--- src/design/prb_div_pipe.sv ---
// Pipelined restoring divider that resolves a few quotient bits in each stage.
module prb_div_pipe #(
	parameter int N   = 37,
	parameter int D   = 13,
	parameter int BPS = 4
) (
	input  logic         clk,
	input  logic [N-1:0] dividend,
	input  logic [D-1:0] divisor,
	output logic [N-1:0] quotient
);

	localparam int STG = (N + BPS - 1) / BPS;
	localparam int NP  = STG * BPS;

	logic [STG-1:0][D-1:0]  rem_q;
	logic [STG-1:0][NP-1:0] dvd_q;
	logic [STG-1:0][NP-1:0] quo_q;
	logic [STG-1:0][D-1:0]  dsr_q;

	logic [STG-1:0][D-1:0]  src_rem;
	logic [STG-1:0][NP-1:0] src_dvd;
	logic [STG-1:0][NP-1:0] src_quo;
	logic [STG-1:0][D-1:0]  src_dsr;

	logic [STG-1:0][D-1:0]  nxt_rem;
	logic [STG-1:0][NP-1:0] nxt_dvd;
	logic [STG-1:0][NP-1:0] nxt_quo;

	always_comb begin
		logic [D:0]    trial;
		logic [D-1:0]  rem;
		logic [NP-1:0] dvd;
		logic [NP-1:0] quo;
		src_rem[0] = '0;
		src_dvd[0] = NP'(dividend);
		src_quo[0] = '0;
		src_dsr[0] = divisor;
		for (int s = 1; s < STG; s++) begin
			src_rem[s] = rem_q[s-1];
			src_dvd[s] = dvd_q[s-1];
			src_quo[s] = quo_q[s-1];
			src_dsr[s] = dsr_q[s-1];
		end
		for (int s = 0; s < STG; s++) begin
			rem = src_rem[s];
			dvd = src_dvd[s];
			quo = src_quo[s];
			for (int b = 0; b < BPS; b++) begin
				trial = {rem, dvd[NP-1]};
				dvd   = {dvd[NP-2:0], 1'b0};
				if (trial >= {1'b0, src_dsr[s]}) begin
					trial = trial - {1'b0, src_dsr[s]};
					quo   = {quo[NP-2:0], 1'b1};
				end else begin
					quo   = {quo[NP-2:0], 1'b0};
				end
				rem = trial[D-1:0];
			end
			nxt_rem[s] = rem;
			nxt_dvd[s] = dvd;
			nxt_quo[s] = quo;
		end
	end

	always_ff @(posedge clk) begin
		for (int s = 0; s < STG; s++) begin
			rem_q[s] <= nxt_rem[s];
			dvd_q[s] <= nxt_dvd[s];
			quo_q[s] <= nxt_quo[s];
			dsr_q[s] <= src_dsr[s];
		end
	end

	assign quotient = quo_q[STG-1][N-1:0];

endmodule

--- config.mk ---
export PLATFORM = sky130hd
export DESIGN_NAME = prb_div_pipe
export DESIGN_NICKNAME = d
export VERILOG_FILES = /design/src/design/prb_div_pipe.sv
export SDC_FILE = /design/constraint.sdc
export NUM_CORES = 2
export LEC_CHECK = 0
export BUFFER_PORTS_ARGS = -buffer_cell sky130_fd_sc_hd__buf_2
export CAP_MARGIN = 40
export CORE_ASPECT_RATIO = 1.4
export CORE_MARGIN = 2
export CORE_UTILIZATION = 60
export CTS_CLUSTER_SIZE = 28
export DETAILED_ROUTE_END_ITERATION = 6
export GPL_ROUTABILITY_DRIVEN = 1
export HOLD_SLACK_MARGIN = 0.1
export PLACE_DENSITY = 0.83
export SETUP_SLACK_MARGIN = 0.2
export SLEW_MARGIN = 15
export SYNTH_ARGS = -nofsm -noshare
export SYNTH_HDL_FRONTEND = slang
export SYNTH_SLANG_ARGS = --single-unit
--- constraint.sdc ---
create_clock -name clk -period 19.8 [get_ports clk]
set_input_delay 0 -clock clk [delete_from_list [all_inputs] [get_ports clk]]
set_output_delay 0 -clock clk [all_outputs]
set_load 0.01 [all_outputs]
Word level (Yosys, flattened, before mapping)
Index checks and enable logic that the tools add are counted.

Bits in registers: 604. Input bits: 51.

Add/sub/neg operators: 39. Order comparisons: 40. Muxes and demuxes: 76.

Operators by type and width (count): 14-bit by 13-bit greater-or-equal comparator with 1-bit output (39); 13-bit 2-to-1 mux (39); 13-bit subtractor (38); 1-bit 2-to-1 mux (37); 1-bit by 13-bit greater-or-equal comparator with 1-bit output (first input constant) (1); 1-bit by 13-bit subtractor with 13-bit output (first input constant) (1).

Longest topological paths before layout
Depth in word-level cells: 8. Gate-level depth with buffers: 48. Depth with buffers taken out: 45.

Least setup slack after synthesis
Ideal clock, no wire load.

Kind: reg-to-reg. Start: register dsr_q[14] in the netlist's numbering. End: register rem_q[28] in the netlist's numbering. Library setup time: 143 ps. Arrival time: 9961 ps. Required time: 19657 ps. Setup slack: 9696 ps. Cell stages (with the launch flop): 45. Buffers on the path: 5. Path through: dfxtp_1 -> inv_1 -> fa_1 -> a21o_1 -> a21o_1 -> a2111oi_0 -> or2_2 -> clkbuf_1 -> mux2i_1 -> inv_1 -> ha_1 -> nor2b_1 -> o21ai_0 -> a21oi_1 -> o221a_2 -> o41ai_1 -> nor2b_1 -> nand2b_1 -> [9 not listed] -> a21oi_1 -> o41ai_1 -> a21o_1 -> nor2_1 -> buf_1 -> mux2i_1 -> ha_1 -> nor2b_1 -> o21ai_1 -> a21oi_1 -> or4b_1 -> a41o_1 -> a2111oi_0 -> o21ba_2 -> or3b_2 -> o21ai_1 -> buf_2 -> o221ai_1.

RTL lines: start: declaration (RTL line 19) `logic [STG-1:0][D-1:0] dsr_q;`; start signal: indexed assignment (RTL line 71) `dsr_q[s] <= src_dsr[s];`; end signal: indexed assignment (RTL line 68) `rem_q[s] <= nxt_rem[s];`; end: declaration (RTL line 16) `logic [STG-1:0][D-1:0] rem_q;`.

==> out/qor.yml <==
route.detailed.drc: 9
grt_pass1_wl_microns: 166000
cts_resized: 0
grt_usage_pct: 29.4
wire_per_inst_microns: 18.6
drt-vias-per-instance: 6.04
synth_edf_count: 0
die_x_microns: 223
antenna_cells: 0
synth_top_area_share_pct: 30.1
post_cts_buffers: 0
maxSlewViolCount: 0
critical_path.endpoint_type: "flip-flop"
crit_top_cell: "o21ai_0"
grt_max_degree: 25
drt-pass1-iter-count: 7
fmax_mhz: 82.6
antenna_found_initial: 0
clock_tree.root_cell: "clkbuf_16"
io_buffer_count: 87
design.portCount: 88
cp.required_ps: 20380
yosysWarnings: 0
grt_pass1_vias: 33900
postSynthCellCount: 4518
syn2layout_area_growth_pct: 10.8
final_cells: 5605
syn_area_sq_um: 40100
max_stage_delay_ps: 650
syn-num-nets: 5111
dr_total_vias: 33800
core_sq_um: 66400
cts.sinks: 604
syn_area_per_cell_sq_um: 8.88
async_flop_share_pct: 0
post-synth-top-area-cell: "dfxtp_1"
maxCapViolations: 0
ys_top_cells_by_count: "604 x dfxtp_1, 506 x ha_1, 336 x inv_1, 333 x a21oi_1, 316 x nor2_1"
layout_min_cycle_time_ps: 12110
ys_seq_area_share_pct: 30.1
fin_setup_tns_ps: 0
die-area_sq_um: 69000
setup_ws_ps: 7690
clock_path_buffers: 3
slowest_stage: "and3_1"
synth.most_common_cell: "dfxtp_1"
synthFlopType: "dfxtp_1"
place_area_sq_um: 41400
finalCritPeriodShare_pct: 61.2
layout.nets: 5296
worstMarginPinSlew_ps: 891
critPathKind: "flip-flop to flip-flop"
ant_nets: 0
critPathArrivalTime_ps: 12690
setup_viol: 0
hp-class: "input pin to flip-flop"
path_clk_slew_ps: 80
dp.cells: 5401
n_fill_cell: 5219
ys_ff_latch: 604
post-place-ws_ps: 7500
fin_area_sq_um: 44500
hold_viol: 0
gp_congestion: 1.00
relSlewSlack_pct: 40.6
core.rowCount: 112
critPathMaxFanout: 24
htree_num_levels: 2
cts_buffers: 56
grt_setup_unrepaired: "no"
synth.distinct_cells: 89
skew_ps: 29.2
critPathLaunchType: "flip-flop"
start_util_pct: 60.4
die_h_microns: 310
first_iter_violations: 1562
violations: "design-rule violations"
status: "complete, but fails checks"
layout-drive-gt1-share_pct: 10.2
tritoncts: "done"
synth_area_leaders: "dfxtp_1 30%, ha_1 16%, mux2_2 5.4%"
dpl.hpwl_microns: 79000
wl_microns: 104000
insertion_delay_ps: 670
grt_overflow: 0
registers in the layout, indices dropped and copies added (netlist names):
name,flops
rem_q,117
dsr_q,117
dvd_q,180
quo_q,153
quotient,37
through the flow:
step,utilization [%],hold slack (ps)
after floorplan,-,27.7
after CTS,66.9,116
final,66.9,161
after detailed placement,62.3,104
after global routing,66.9,148
after global placement,62.3,102
final cells by class:
type,count,area [sq um],area share (%)
multi-input combinational,3499,26400,59.4
sequential,604,12100,27.2
timing repair buffer,199,1520,3.41
clock buffer,61,1450,3.26
inverter,343,1290,2.90
tap,855,1070,2.41
clock inverter,44,626,1.41
what timing repair did:
item / CTS / global route
hold buffers: 98 / 0
endpoints found under the hold margin: 52 / 0
endpoints found under the setup margin: 0 / 0
worst paths after layout:
path / from / to / slack, ps / cells after the start
setup / recovery: dsr_q[40] / rem_q[52] / 7690 / 40
hold / removal: divisor[0] / dsr_q[0] / 160 / 2
setup reg to reg: dsr_q[40] / rem_q[52] / 7690 / 40
hold reg to reg: quo_q[160] / quo_q[204] / 300 / 0
cells by family after synthesis:
logic type,synth area share [%]
AO/OA/AOI/OAI,18.1
XOR/XNOR,7.60
adder cells (fa/ha/maj),17.6
buffers and inverters,4.02
flip-flops,30.1
multiplexers,7.74
AND/OR/NAND/NOR,14.8
layout by cell type, fill, tap and decap left out, types with 18 or more instances in the layout:
cell type	instances
xnor2_1	241
o21a_1	56
fa_1	36
buf_2	89
o21bai_1	22
nor3_1	104
nor2_1	316
and2_1	21
nand4_1	80
or2_2	30
mux2_2	193
nand2_1	281
inv_1	336
nor2b_1	79
mux2i_1	72
xor2_1	107
clkbuf_16	56
dlygate4sd3_1	98
a21boi_0	33
o31ai_1	18
ha_1	506
a21oi_1	333
a211oi_1	29
and3_1	35
nand2b_1	67
o211ai_1	30
or3_1	39
dfxtp_1	604
o221ai_1	23
a31oi_1	33
o21ai_0	253
a21o_1	126
nand3_1	85
critical path: cells and delay by family (launching register included):
family	cells	cell delay, ps
AO/OA/AOI/OAI	20	5480
adder cells (fa/ha/maj)	4	1480
buffers and inverters	5	1140
flip-flops	1	480
multiplexers	4	1260
AND/OR/NAND/NOR	7	2140
per-layer routing:
layer | vias up | routed length [microns] | track usage [%]
met5 | - | 0 | 0
met4 | 0 | 9130 | 24.1
met3 | 536 | 4570 | 3.63
met2 | 1153 | 52600 | 55.0
met1 | 15600 | 37800 | 29.3
li1 | 16600 | - | -
Power is not shown: default switching activity piles up to over one toggle a cycle in this logic, so the estimate is an artifact.
